`src/design/crc8_data_frame_builder_defines.svh`:
```
// Assertion macros shared by the frame builder RTL.
`ifndef CRC8_DATA_FRAME_BUILDER_DEFINES_SVH
`define CRC8_DATA_FRAME_BUILDER_DEFINES_SVH

// Same-cycle implication, checked on clk with reset masked.
`define CRC8FB_ASSERT_NOW(lbl, ante, cons, msg) \
    lbl: assert property (@(posedge clk) disable iff (!rst_n) (ante) |-> (cons)) \
        else $error(msg);

// Next-cycle implication, checked on clk with reset masked.
`define CRC8FB_ASSERT_NEXT(lbl, ante, cons, msg) \
    lbl: assert property (@(posedge clk) disable iff (!rst_n) (ante) |=> (cons)) \
        else $error(msg);

`endif

```
`src/design/crc8fb_pkg.sv`:
```
// Package with constants, types and the CRC-8 step function of the frame builder.
package crc8fb_pkg;

    localparam int DATA_W            = 8;
    localparam int PAYLOAD_BYTES_DEF = 32;

    localparam logic [DATA_W-1:0] SYN_BYTE  = 8'h16;
    localparam logic [DATA_W-1:0] DC1_BYTE  = 8'h11;
    localparam logic [DATA_W-1:0] DC4_BYTE  = 8'h14;
    localparam logic [DATA_W-1:0] MARK_BYTE = 8'hFF;
    localparam logic [DATA_W-1:0] CRC_POLY  = 8'h07;

    // Input opcodes.
    localparam logic OP_DATA = 1'b0;
    localparam logic OP_END  = 1'b1;

    // Source of the next emitted word.
    typedef logic [2:0] sel_t;
    localparam sel_t SEL_SYN  = 3'd0;
    localparam sel_t SEL_DC1  = 3'd1;
    localparam sel_t SEL_DATA = 3'd2;
    localparam sel_t SEL_FILL = 3'd3;
    localparam sel_t SEL_CRC  = 3'd4;

    // Commands from the controller to the datapath.
    typedef struct packed {
        logic load_item;
        logic clear_crc;
        logic emit;
        sel_t sel;
        logic advance;
        logic frame_end;
        logic run_last;
        logic close_frame;
    } cmd_t;

    // Status from the datapath to the controller.
    typedef struct packed {
        logic out_free;
        logic pos_zero;
        logic full_next;
        logic is_end;
    } sts_t;

    // One byte through the CRC-8 register, MSB first, no reflection.
    function automatic logic [DATA_W-1:0] crc8_update(input logic [DATA_W-1:0] crc,
                                                      input logic [DATA_W-1:0] b);
        logic [DATA_W-1:0] c;
        c = crc ^ b;
        for (int k = 0; k < DATA_W; k++)
        begin
            if (c[DATA_W-1])
            begin
                c = (c << 1) ^ CRC_POLY;
            end
            else
            begin
                c = c << 1;
            end
        end
        return c;
    endfunction

endpackage

```
`src/design/crc8fb_dp.sv`:
```
// Datapath of the frame builder: item latch, frame position, CRC and output register.
module crc8fb_dp #(
    parameter int PAYLOAD_BYTES = crc8fb_pkg::PAYLOAD_BYTES_DEF
) (
    input  logic                           clk,
    input  logic                           rst_n,
    input  logic                           opcode,
    input  logic [crc8fb_pkg::DATA_W-1:0]  payload_byte,
    input  crc8fb_pkg::cmd_t               cmd,
    output crc8fb_pkg::sts_t               sts,
    output logic                           out_valid,
    input  logic                           out_ready,
    output logic [crc8fb_pkg::DATA_W-1:0]  frame_byte,
    output logic                           frame_end,
    output logic                           run_last
);
    import crc8fb_pkg::*;

    localparam int POS_W = $clog2(PAYLOAD_BYTES + 1);

    logic              op_reg;
    logic [DATA_W-1:0] byte_reg;
    logic [POS_W-1:0]  pos_reg;
    logic [POS_W-1:0]  pos_inc;
    logic [DATA_W-1:0] crc_reg;
    logic [DATA_W-1:0] crc_next;
    logic [DATA_W-1:0] data_word;
    logic [DATA_W-1:0] emit_word;
    logic              out_valid_reg;
    logic [DATA_W-1:0] out_byte_reg;
    logic              out_end_reg;
    logic              out_last_reg;

    // Latch the accepted word.
    always_ff @(posedge clk)
    begin
        if (cmd.load_item)
        begin
            op_reg   <= opcode;
            byte_reg <= payload_byte;
        end
    end

    // Select the word to emit; end of input places the marker.
    assign data_word = (op_reg == OP_END) ? MARK_BYTE : byte_reg;

    always_comb
    begin
        case (cmd.sel)
            SEL_SYN:  emit_word = SYN_BYTE;
            SEL_DC1:  emit_word = DC1_BYTE;
            SEL_DATA: emit_word = data_word;
            SEL_FILL: emit_word = DC4_BYTE;
            SEL_CRC:  emit_word = crc_reg;
            default:  emit_word = crc_reg;
        endcase
    end

    assign pos_inc  = pos_reg + POS_W'(1);
    assign crc_next = crc8_update(crc_reg, emit_word);

    // Frame position and running CRC of the payload region.
    always_ff @(posedge clk or negedge rst_n)
    begin
        if (!rst_n)
        begin
            pos_reg <= '0;
            crc_reg <= '0;
        end
        else if (cmd.close_frame)
        begin
            pos_reg <= '0;
            crc_reg <= '0;
        end
        else if (cmd.advance)
        begin
            pos_reg <= pos_inc;
            crc_reg <= crc_next;
        end
        else if (cmd.clear_crc)
        begin
            crc_reg <= '0;
        end
    end

    // Output register: loaded when the controller emits, freed when taken.
    always_ff @(posedge clk or negedge rst_n)
    begin
        if (!rst_n)
        begin
            out_valid_reg <= 1'b0;
        end
        else if (cmd.emit)
        begin
            out_valid_reg <= 1'b1;
        end
        else if (out_ready)
        begin
            out_valid_reg <= 1'b0;
        end
    end

    always_ff @(posedge clk)
    begin
        if (cmd.emit)
        begin
            out_byte_reg <= emit_word;
            out_end_reg  <= cmd.frame_end;
            out_last_reg <= cmd.run_last;
        end
    end

    // Status for the controller.
    assign sts.out_free  = !out_valid_reg || out_ready;
    assign sts.pos_zero  = (pos_reg == '0);
    assign sts.full_next = (pos_inc >= POS_W'(PAYLOAD_BYTES));
    assign sts.is_end    = (op_reg == OP_END);

    assign out_valid  = out_valid_reg;
    assign frame_byte = out_byte_reg;
    assign frame_end  = out_end_reg;
    assign run_last   = out_last_reg;

endmodule

```
`src/design/crc8fb_ctrl.sv`:
```
// Controller of the frame builder: sequences header, payload, fill and CRC words.
module crc8fb_ctrl (
    input  logic             clk,
    input  logic             rst_n,
    input  logic             in_valid,
    output logic             in_ready,
    input  crc8fb_pkg::sts_t sts,
    output crc8fb_pkg::cmd_t cmd
);
    import crc8fb_pkg::*;

    localparam logic [2:0] ST_IDLE = 3'd0;
    localparam logic [2:0] ST_SYN  = 3'd1;
    localparam logic [2:0] ST_DC1  = 3'd2;
    localparam logic [2:0] ST_DATA = 3'd3;
    localparam logic [2:0] ST_FILL = 3'd4;
    localparam logic [2:0] ST_CRC  = 3'd5;

    logic [2:0] state_reg;
    logic [2:0] state_next;
    logic       accept;

    assign in_ready = (state_reg == ST_IDLE);
    assign accept   = in_valid && in_ready;

    // Next state and commands; every emitting state waits for a free output slot.
    always_comb
    begin
        state_next      = state_reg;
        cmd             = '0;
        cmd.sel         = SEL_DATA;
        case (state_reg)
            ST_IDLE:
            begin
                if (accept)
                begin
                    cmd.load_item = 1'b1;
                    if (sts.pos_zero)
                    begin
                        cmd.clear_crc = 1'b1;
                        state_next    = ST_SYN;
                    end
                    else
                    begin
                        state_next = ST_DATA;
                    end
                end
            end
            ST_SYN:
            begin
                cmd.sel = SEL_SYN;
                if (sts.out_free)
                begin
                    cmd.emit   = 1'b1;
                    state_next = ST_DC1;
                end
            end
            ST_DC1:
            begin
                cmd.sel = SEL_DC1;
                if (sts.out_free)
                begin
                    cmd.emit   = 1'b1;
                    state_next = ST_DATA;
                end
            end
            ST_DATA:
            begin
                cmd.sel = SEL_DATA;
                if (sts.out_free)
                begin
                    cmd.emit    = 1'b1;
                    cmd.advance = 1'b1;
                    if (sts.full_next)
                    begin
                        state_next = ST_CRC;
                    end
                    else if (sts.is_end)
                    begin
                        state_next = ST_FILL;
                    end
                    else
                    begin
                        cmd.run_last = 1'b1;
                        state_next   = ST_IDLE;
                    end
                end
            end
            ST_FILL:
            begin
                cmd.sel = SEL_FILL;
                if (sts.out_free)
                begin
                    cmd.emit    = 1'b1;
                    cmd.advance = 1'b1;
                    if (sts.full_next)
                    begin
                        state_next = ST_CRC;
                    end
                end
            end
            ST_CRC:
            begin
                cmd.sel = SEL_CRC;
                if (sts.out_free)
                begin
                    cmd.emit        = 1'b1;
                    cmd.frame_end   = 1'b1;
                    cmd.run_last    = 1'b1;
                    cmd.close_frame = 1'b1;
                    state_next      = ST_IDLE;
                end
            end
            default:
            begin
                state_next = ST_IDLE;
            end
        endcase
    end

    always_ff @(posedge clk or negedge rst_n)
    begin
        if (!rst_n)
        begin
            state_reg <= ST_IDLE;
        end
        else
        begin
            state_reg <= state_next;
        end
    end

endmodule

```
`src/design/crc8_data_frame_builder.sv`:
```
// Top level of the CRC-8 frame builder: controller, datapath and checks.
//
//  channel | handshake             | word fields
//  --------+-----------------------+------------------------------------
//  in      | in_valid / in_ready   | opcode, payload_byte
//  out     | out_valid / out_ready | frame_byte, frame_end, run_last
//
// An input word is accepted in the idle state; the controller then emits each
// output word it produces: a payload word gives its data word (with the header
// or CRC word at a frame edge), an end-of-input word its marker, fill and CRC. The
// controller emits at most one word per cycle into the single output register,
// which sets the rate. A stalled output holds the controller in its current
// state. Reset empties the output register and closes any open frame.
module crc8_data_frame_builder #(
    parameter int PAYLOAD_BYTES = crc8fb_pkg::PAYLOAD_BYTES_DEF
) (
    input  logic                           clk,
    input  logic                           rst_n,
    input  logic                           in_valid,
    output logic                           in_ready,
    input  logic                           opcode,
    input  logic [crc8fb_pkg::DATA_W-1:0]  payload_byte,
    output logic                           out_valid,
    input  logic                           out_ready,
    output logic [crc8fb_pkg::DATA_W-1:0]  frame_byte,
    output logic                           frame_end,
    output logic                           run_last
);
    import crc8fb_pkg::*;

    `include "crc8_data_frame_builder_defines.svh"

    cmd_t cmd;
    sts_t sts;

    crc8fb_ctrl u_ctrl (
        .clk      (clk),
        .rst_n    (rst_n),
        .in_valid (in_valid),
        .in_ready (in_ready),
        .sts      (sts),
        .cmd      (cmd)
    );

    crc8fb_dp #(
        .PAYLOAD_BYTES (PAYLOAD_BYTES)
    ) u_dp (
        .clk          (clk),
        .rst_n        (rst_n),
        .opcode       (opcode),
        .payload_byte (payload_byte),
        .cmd          (cmd),
        .sts          (sts),
        .out_valid    (out_valid),
        .out_ready    (out_ready),
        .frame_byte   (frame_byte),
        .frame_end    (frame_end),
        .run_last     (run_last)
    );

    // Every accepted word produces at least one output word, so ready drops.
    `CRC8FB_ASSERT_NEXT(a_busy_after_accept, in_valid && in_ready, !in_ready, "ready after accept")

    // A CRC word always closes the run of its input word.
    `CRC8FB_ASSERT_NOW(a_crc_is_last, out_valid && frame_end, run_last, "CRC word not last")

    // Emitting never overwrites a pending word that is not being taken.
    `CRC8FB_ASSERT_NOW(a_no_overwrite, cmd.emit, !out_valid || out_ready, "output overwritten")

endmodule
```
`config.mk`:
```
export PLATFORM = sky130hd
export DESIGN_NAME = crc8_data_frame_builder
export DESIGN_NICKNAME = d
export VERILOG_FILES = /design/src/design/crc8fb_pkg.sv /design/src/design/crc8fb_dp.sv /design/src/design/crc8fb_ctrl.sv /design/src/design/crc8_data_frame_builder.sv
export VERILOG_INCLUDE_DIRS = /design/src /design/src/design
export SDC_FILE = /design/constraint.sdc
export NUM_CORES = 1
export LEC_CHECK = 0
export BUFFER_PORTS_ARGS = -buffer_cell sky130_fd_sc_hd__clkbuf_2
export CORE_MARGIN = 2
export CORE_UTILIZATION = 62
export DETAILED_ROUTE_END_ITERATION = 10
export PLACE_DENSITY_LB_ADDON = 0.1
export SLEW_MARGIN = 25
export SYNTH_ARGS = -nofsm -noshare
export SYNTH_HDL_FRONTEND = slang
export SYNTH_SLANG_ARGS = --single-unit
```
`constraint.sdc`:
```
create_clock -name clk -period 4.5 [get_ports clk]
set_input_delay 1.35 -clock clk [delete_from_list [all_inputs] [get_ports clk]]
set_output_delay 1.35 -clock clk [all_outputs]
set_load 0.005 [all_outputs]
```
==> impl_results.md, run 1 <==
* Outcome: finished, final reports clean
* Post-CTS Setup Bufs at 0
* Nets at 238
* Worst Path Buf+Inv at 2
* Gr usage total at 0.221
* Mean area per synthesized cell at 10.5 sq um
* Final Core Density at 0.695
* Final Hold Violating Endpoints at 0
* Diode count at 0
* Synth top area cells: edfxtp_1, dfrtp_1, xnor2_1
* Worst hold start: u_dp.crc_reg[2]
* Max Cap Violations at 0
* Leakage power at 0.961 nW
* Clock latency on the worst-skew pair at 0.36 ns
* Critical path depth at 3
* Fmax at 319 MHz
* WS Path Type: flip-flop to primary output
* R2R depth at 6
* Filler cells at 275
* Power per cell area at 830 nW/um^2
* Final RePlAce weighted congestion at 0.871
* Setup_tns at 0 ns
* CP max stage cell: dfrtp_1
* Die width at 62.7 microns
* Clock skew at 0.0184 ns
* Seq pwr share at 0.351
* Pre-CTS WS at 1.76 ns
* Detailed Place HPWL at 2.89 mm
* Combinational power share at 0.545
* Worst path max stage delay at 0.63 ns
* R2R setup slack at 1.98 ns
* Antenna violations before repair at 0
* Seq/Total Area, Yosys at 0.479
* Worst slew pin tran at 0.822 ns
* Clock tree buffer depth at 2
* Internal at 0.00110 W
* H-tree depth at 2
* Period utilization at 0.698
* Number of enable flip-flop cells after synthesis at 19
* Worst path top cell family by delay: flip-flops
* Commonest non-fill, non-tap cell in the layout: clkbuf_2
* Final setup viols at 0
* WP data required at 3.15 ns
* Post-Route Hold Slack at 0.544 ns
* Critical Path End: in_ready
* Leading cell types in the layout, fill and taps excluded: clkbuf_2, nand2_1, edfxtp_1
* Layout cells sized above 1 at 0.214
* Drt pass-1 iters at 4
* RSZ-0062 raised after global routing: no
* Clock share of power at 0.104
* DIE AREA at 3930 sq um
* Area leader, netlist: edfxtp_1
* Chip height at 62.7 microns
* Total grt overflow at 0
* Crit path time final at 3.14 ns
* Vias per std cell at 5.84
* Net count after synthesis at 219
* Number of remaining DRC errors at 0
* Prevailing post-synth register cell: edfxtp_1
* R2R Path Start: u_ctrl.state_reg[1]
* Worst-path clk slew at 0.11 ns
* Cells after synthesis at 204
* Worst r2r dst: u_dp.crc_reg[3]
* Layout area overhead at 7.80%
* Synth cell types at 51
* Final Max Tran Viols at 0
* Post-synth ARST share at 0.486
* Starting density of the core at 0.644
* Hold_buf cts at 0
* Crit path cell chain: or3_1 -> inv_1 -> clkbuf_2
* Drt total wl at 3.99 mm
* CTS tree: done
* Clock buffer count from CTS at 5
* VDD IR max at 0.000424 V
* Post-synth top area share at 0.267
* Port buffer count at 24
* Via count at 1,578
* Drt wl/cell at 14.8 microns
* Worst Setup SP: u_ctrl.state_reg[1]
* Critical path launch point type: flip-flop
* Sw power at 0.000809 W
* Rel. slew slack at 0.450
* Clk sink count at 37
* Net Sw Frac at 0.424
* Num ports at 25
* Vias in the first global route at 1,407
* First-pass GRT wire length at 6.62 mm
* Core Region at 3310 sq um
* Seq cells post-synth at 37
* Pin count of the biggest net entering global routing at 25
* Syn Std Cell Area at 2130 sq um
* Synth warn at 0
* Hold Path Class: flip-flop to flip-flop
* Setup slack after layout at 1.36 ns
* Cts repair resizes at 0
* Post-route ant nets at 0
* Critical path peak fanout at 24
* Setup crit end kind: primary output
* Initial DRC Count at 111
* CTS root buffer: clkbuf_4
* Std-Cell Rows at 21
* Crit path DAT at 1.79 ns
==> power by group through the flow <==
stage | Combinational (W) | Sequential (W) | Clock (W)
after global placement | 0.000996 | 0.000662 | 0
after global routing | 0.00114 | 0.000693 | 0.000218
after CTS | 0.00104 | 0.000669 | 0.000202
after detailed placement | 0.00103 | 0.000676 | 0
after floorplan | 0.000925 | 0.000602 | 0
final | 0.00104 | 0.000670 | 0.000199
==> metrics by stage <==
stage | std cells | total power, W | cell area, sq um
floorplan | 204 | 0.00153 | 2130
global placement | 262 | 0.00166 | 2230
detailed placement | 262 | 0.00171 | 2230
CTS | 270 | 0.00191 | 2300
global route | 270 | 0.00205 | 2300
finish | 270 | 0.00191 | 2300
==> final cells by class <==
class	instances	area [sq um]	area share
Clock buffer	7	65.1	0.0283
Tap cell	46	57.6	0.0250
Multi-Input combinational cell	149	1000	0.437
Timing Repair Buffer	25	128	0.0555
Inverter	5	18.8	0.00816
Sequential cell	37	1020	0.444
Clock inverter	1	5.00	0.00218
==> worst min path at each step <==
stage / cells past startpoint / endpoint
2_1_floorplan: 1 / u_dp.crc_reg[2]
3_3_place_gp: 1 / u_dp.crc_reg[2]
3_5_place_dp: 1 / u_dp.crc_reg[2]
4_1_cts: 1 / u_dp.crc_reg[2]
5_1_grt: 1 / u_dp.crc_reg[2]
6_report: 1 / u_dp.crc_reg[2]
==> metal layers <==
layer | share of wire | GRT usage | wire length, microns
met1 | 0.46 | 0.303 | 1820
met2 | 0.47 | 0.337 | 1890
met3 | 0.050 | 0.0559 | 199
met4 | 0.021 | 0.0917 | 85
met5 | 0 | 0 | 0
==> synthesized netlist by cell type (all sizes together), types with 2 or more instances <==
library cell	instances
a211oi	3
a21o	7
a21oi	10
a22o	8
and2	2
buf	10
clkbuf	3
dfrtp	18
edfxtp	19
ha	2
inv	5
maj3	2
mux2i	4
nand2	20
nand2b	4
nand3b	2
nand4	3
nor2	18
nor2b	2
nor3	5
nor4	2
o21ai	10
o21ba	2
o22ai	4
o31ai	3
or2	2
xnor2	13
xor2	8
==> cell families (layout without fill, tap and decap cells) <==
logic type,count (synthesis),in the layout,synth area share
buffers and inverters,18,38,0.0504
xor gates and xnor gates,21,21,0.0897
adders and majority gates,4,4,0.0223
and+or+nand+nor,64,64,0.145
muxes,5,5,0.0240
DFF,37,37,0.479
AOI/OAI and AO/OA,55,55,0.189
Note: power is estimated with default switching activity, not from simulation.
==> run 2: changes to the inputs <==
--- a/config.mk
+++ b/config.mk
@@ -8,7 +8,7 @@
 export LEC_CHECK = 0
 export BUFFER_PORTS_ARGS = -buffer_cell sky130_fd_sc_hd__clkbuf_2
 export CORE_MARGIN = 2
-export CORE_UTILIZATION = 62
+export CORE_UTILIZATION = 58
 export DETAILED_ROUTE_END_ITERATION = 10
 export PLACE_DENSITY_LB_ADDON = 0.1
 export SLEW_MARGIN = 25
==> constraint.sdc (replaced) <==
create_clock -name clk -period 2.9 [get_ports clk]
set_input_delay 0.87 -clock clk [delete_from_list [all_inputs] [get_ports clk]]
set_output_delay 0.87 -clock clk [all_outputs]
set_load 0.005 [all_outputs]
==> run 2 against run 1 <==
Final cell count is 1.5% higher. Power is 59% higher. Wire length is 0.45% lower. Clock skew is 0.013 ns lower. Non-clock buffer count is 2 higher. Utilization is 4.6 points lower. Critical path depth stayed put. Flip-flop and latch count stayed put. Design area is 1.6% higher. Critical endpoint unchanged. Largest power group unchanged.
==> impl_results.md, run 2 (same netlist as run 1, synthesis figures left out) <==
* WS Path Type: flip-flop to primary output
* Antenna violations before repair at 0
* Drt pass-1 iters at 4
* R2R depth at 6
* Power per cell area at 1290 nW/um^2
* Via count at 1,549
* Total grt overflow at 0
* Layout cells sized above 1 at 0.212
* Worst slew pin tran at 0.643 ns
* CTS root buffer: clkbuf_8
* R2R Path Start: u_ctrl.state_reg[0]
* Post-CTS Setup Bufs at 0
* Outcome: finished, final reports clean
* Final Max Tran Viols at 0
* Gr usage total at 0.214
* Vias per std cell at 5.65
* H-tree depth at 2
* R2R setup slack at 0.51 ns
* Chip height at 64.6 microns
* Number of remaining DRC errors at 0
* Critical path launch point type: flip-flop
* WL met3 at 180 microns
* Diode count at 0
* Clock latency on the worst-skew pair at 0.29 ns
* Std-Cell Rows at 22
* Hold Path Class: flip-flop to flip-flop
* Post-route cell area at 2340 sq um
* Final setup viols at 0
* Pin count of the biggest net entering global routing at 24
* First-pass GRT wire length at 6.71 mm
* Metal-1 WL at 1.90 mm
* Setup_tns at 0 ns
* Nets at 240
* Crit path time final at 2.55 ns
* Crit path DAT at 1.68 ns
* Hold_buf cts at 0
* Leading cell types in the layout, fill and taps excluded: clkbuf_2, nand2_1, edfxtp_1
* Max Cap Violations at 0
* Critical Path End: in_ready
* Critical path peak fanout at 21
* Final RePlAce weighted congestion at 0.823
* Worst r2r dst: u_dp.crc_reg[3]
* CTS tree: done
* Layout area overhead at 9.56%
* DR top layer: met4
* Post-DP Area at 2250 sq um
* VDD IR max at 0.000625 V
* Die width at 64.6 microns
* Routed met2 length at 1.86 mm
* Worst Setup SP: u_ctrl.state_reg[0]
* Fmax at 393 MHz
* Setup crit end kind: primary output
* Final Hold Violating Endpoints at 0
* Vias in the first global route at 1,450
* Rel. slew slack at 0.570
* Initial DRC Count at 88
* Leakage power at 0.974 nW
* Core Region at 3610 sq um
* Starting density of the core at 0.592
* Clock skew at 0.00547 ns
* Clk sink count at 37
* Worst-path clk slew at 0.07 ns
* Commonest non-fill, non-tap cell in the layout: clkbuf_2
* Num ports at 25
* Port buffer count at 24
* WP data required at 2.03 ns
* Post-route ant nets at 0
* Clock tree buffer depth at 2
* Clock buffer count from CTS at 5
* RSZ-0062 raised after global routing: no
* DIE AREA at 4180 sq um
* Drt total wl at 3.98 mm
* Drt wl/cell at 14.5 microns
* Detailed Place HPWL at 2.97 mm
* Cts repair resizes at 0
* Period utilization at 0.878
-- run 2: cell count changes in the layout (fill, tap and decap cells not counted), sizes merged --
cell	before	now
clkbuf	31	32
buf	1	3
clkinv	1	0
-- run 2: area by class of cell --
type / count / area [sq um]
well taps: 48 / 60.1
repair buffers: 27 / 143
clock buffers: 8 / 90.1
multi-input cells: 149 / 1000
fillers: 301 / 1270
flip-flops and latches: 37 / 1020
inverters: 5 / 18.8
-- run 2: where the power goes --
group / switching [W] / internal, W / leakage, nW
Clock: 0.000167 / 0.000194 / 0.0455
Sequential: 0.000202 / 0.000802 / 0.405
Combinational: 0.000875 / 0.000786 / 0.523
-- run 2: critical path, cell delays in order, from the launching register on --
cell and delay [ns]:
dfrtp_1 0.60, or3_1 0.57, inv_1 0.10, clkbuf_2 0.11
-- run 2: worst min path at each step --
stage                          from         endpoint  slack (ns)  depth (start not counted)
floorplan           u_dp.crc_reg[2]  u_dp.crc_reg[2]        0.47                          1
global placement    u_dp.crc_reg[2]  u_dp.crc_reg[2]        0.50                          1
detailed placement  u_dp.crc_reg[2]  u_dp.crc_reg[2]        0.50                          1
CTS                 u_dp.crc_reg[2]  u_dp.crc_reg[2]        0.52                          1
global route        u_dp.crc_reg[2]  u_dp.crc_reg[2]        0.53                          1
finish              u_dp.crc_reg[2]  u_dp.crc_reg[2]        0.53                          1
-- run 2: through the flow --
step / setup WS [ns] / hold slack [ns] / power [W] / cells / utilization
after floorplan: 0.890 / 0.473 / 0.00237 / 204 / -
after CTS: 0.330 / 0.520 / 0.00304 / 274 / 0.648
after global routing: 0.258 / 0.528 / 0.00328 / 274 / 0.648
after detailed placement: 0.531 / 0.501 / 0.00267 / 266 / 0.623
after global placement: 0.621 / 0.497 / 0.00260 / 266 / 0.623
final: 0.354 / 0.525 / 0.00303 / 274 / 0.648
-- run 2: layer usage --
layer	global-route usage	up-vias
li1	-	772
met1	0.291	735
met2	0.341	37
met3	0.0573	5
met4	0.0559	0
met5	0	-
==> run 3: changes to the inputs <==
--- a/config.mk
+++ b/config.mk
@@ -11,6 +11,7 @@
 export CORE_UTILIZATION = 58
 export DETAILED_ROUTE_END_ITERATION = 10
 export PLACE_DENSITY_LB_ADDON = 0.1
+export RECOVER_POWER = 100
 export SLEW_MARGIN = 25
 export SYNTH_ARGS = -nofsm -noshare
 export SYNTH_HDL_FRONTEND = slang
==> run 3 against run 2 <==
Register-to-register slack worse by 0.07 ns. Sequential power about the same. Power decreased by 2.0%. First-iteration DRC count down 4.5%. Global-route usage unchanged. Critical path type unchanged.
==> impl_results.md, run 3 (same netlist as run 1, synthesis figures left out) <==
* Outcome: finished, final reports clean
* Hold Path Class: flip-flop to flip-flop
* Leading cell types in the layout, fill and taps excluded: clkbuf_2, nand2_1, edfxtp_1
* Chip height at 64.6 microns
* Via count at 1,568
* Starting density of the core at 0.592
* Total grt overflow at 0
* Clock share of power at 0.122
* Final Max Tran Viols at 0
* Post-Route Hold Slack at 0.526 ns
* Worst Path Buf+Inv at 2
* Multi-input gate area in the final layout at 986 sq um
* Filler cells at 308
* Commonest non-fill, non-tap cell in the layout: clkbuf_2
* Post-CTS Setup Bufs at 0
* Crit path cell chain: or3_1 -> inv_1 -> clkbuf_2
* Clock buffer count from CTS at 5
* Clk sink count at 37
* Vias in the first global route at 1,450
* VDD IR max at 0.000628 V
* Net Sw Frac at 0.414
* DIE AREA at 4180 sq um
* Fmax at 396 MHz
* Worst-path clk slew at 0.07 ns
* Power per cell area at 1290 nW/um^2
* Combinational power share at 0.539
* Rel. slew slack at 0.289
* R2R Path Start: u_ctrl.state_reg[0]
* Worst path max stage delay at 0.61 ns
* Flip-flop and latch area at 1020 sq um
* Worst Setup SP: u_ctrl.state_reg[0]
* Worst hold start: u_dp.crc_reg[2]
* Critical path launch point type: flip-flop
* WS Path Type: flip-flop to primary output
* Number of remaining DRC errors at 0
* First-pass GRT wire length at 6.71 mm
* Nets at 240
* Core Region at 3610 sq um
* Setup slack after layout at 0.374 ns
* Pin count of the biggest net entering global routing at 24
* Drt wl/cell at 14.6 microns
* Sw power at 0.00123 W
* Drt total wl at 3.99 mm
* Placed cell count at 266
* Port buffer count at 24
* Gr usage total at 0.214
* Drt pass-1 iters at 4
* Layout cells sized above 1 at 0.168
* Diode count at 0
* RSZ-0062 raised after global routing: no
* Post-route ant nets at 0
* WP data required at 2.03 ns
* R2R setup slack at 0.44 ns
* Worst r2r dst: u_dp.crc_reg[5]
* H-tree depth at 2
* Max Cap Violations at 0
* Pre-CTS WS at 0.531 ns
* Clock latency on the worst-skew pair at 0.29 ns
* Worst slew pin tran at 1.07 ns
* Clock skew at 0.00640 ns
* Initial DRC Count at 84
* Final Hold Violating Endpoints at 0
* R2R depth at 6
* CTS tree: done
* Crit path time final at 2.53 ns
* Hold_buf cts at 0
* Layout area overhead at 8.15%
* Critical path depth at 3
* Final setup viols at 0
* Num ports at 25
* CP max stage cell: dfrtp_1
* Clock tree buffer depth at 2
* Final Core Density at 0.640
* Setup crit end kind: primary output
* Leakage power at 0.951 nW
* Cts repair resizes at 0
* Final RePlAce weighted congestion at 0.823
* Crit path DAT at 1.66 ns
* Period utilization at 0.871
* CTS root buffer: clkbuf_8
* Vias per std cell at 5.72
* Critical path peak fanout at 21
* Detailed Place HPWL at 2.97 mm
* Worst path top cell family by delay: flip-flops
* Setup_tns at 0 ns
* Internal at 0.00174 W
* Antenna violations before repair at 0
* Seq pwr share at 0.339
* Final std cells w/o fill at 274
* Critical Path End: in_ready
* Std-Cell Rows at 22
* Die width at 64.6 microns
## run 3: cell count changes in the layout (fill, tap and decap cells not counted), moves of 2 or more
cell,change
and2_0,+2
buf_4,-2
a21oi_2,-2
a21oi_1,+2
clkbuf_1,+5
clkbuf_2,-3
## run 3: cell type report
| type | count | area share |
|---|---|---|
| Clock buffer | 8 | 0.0390 |
| Inverter | 5 | 0.00813 |
| Multi-Input combinational cell | 149 | 0.427 |
| Timing Repair Buffer | 27 | 0.0569 |
| Tap cell | 48 | 0.0260 |
| Sequential cell | 37 | 0.443 |
## run 3: worst reg2reg max path: cells and delay by family, from the launching register on
kind	cells	cell delay (ns)
AOI/OAI and AO/OA	3	0.76
xor gates and xnor gates	1	0.12
DFF	1	0.61
and+or+nand+nor	2	0.86
## run 3: metal layers
| metal | vias up | track usage | routed length, microns |
|---|---|---|---|
| li1 | 771 | - | - |
| met1 | 743 | 0.291 | 1880 |
| met2 | 49 | 0.341 | 1860 |
| met3 | 5 | 0.0573 | 205 |
| met4 | 0 | 0.0559 | 47 |
| met5 | - | 0 | 0 |
## run 3: power groups by stage
stage / clock network, W / registers [W] / logic [W]
CTS: 0.000372 / 0.00100 / 0.00167
detailed placement: 0 / 0.00101 / 0.00166
floorplan: 0 / 0.000934 / 0.00143
global route: 0.000393 / 0.00103 / 0.00179
finish: 0.000363 / 0.00101 / 0.00160
global placement: 0 / 0.000999 / 0.00160
## run 3: how the worst min path moves through the flow
stage / end / cells past startpoint / slack [ns]
after floorplan: u_dp.crc_reg[2] / 1 / 0.47
after global placement: u_dp.crc_reg[2] / 1 / 0.50
after detailed placement: u_dp.crc_reg[2] / 1 / 0.50
after CTS: u_dp.crc_reg[2] / 1 / 0.52
after global routing: u_dp.crc_reg[2] / 1 / 0.53
final: u_dp.crc_reg[2] / 1 / 0.53
## run 3: per-stage QoR
| step | power, W | area (sq um) |
|---|---|---|
| floorplan | 0.00237 | 2130 |
| global placement | 0.00260 | 2250 |
| detailed placement | 0.00267 | 2250 |
| CTS | 0.00304 | 2340 |
| global route | 0.00322 | 2310 |
| finish | 0.00297 | 2310 |
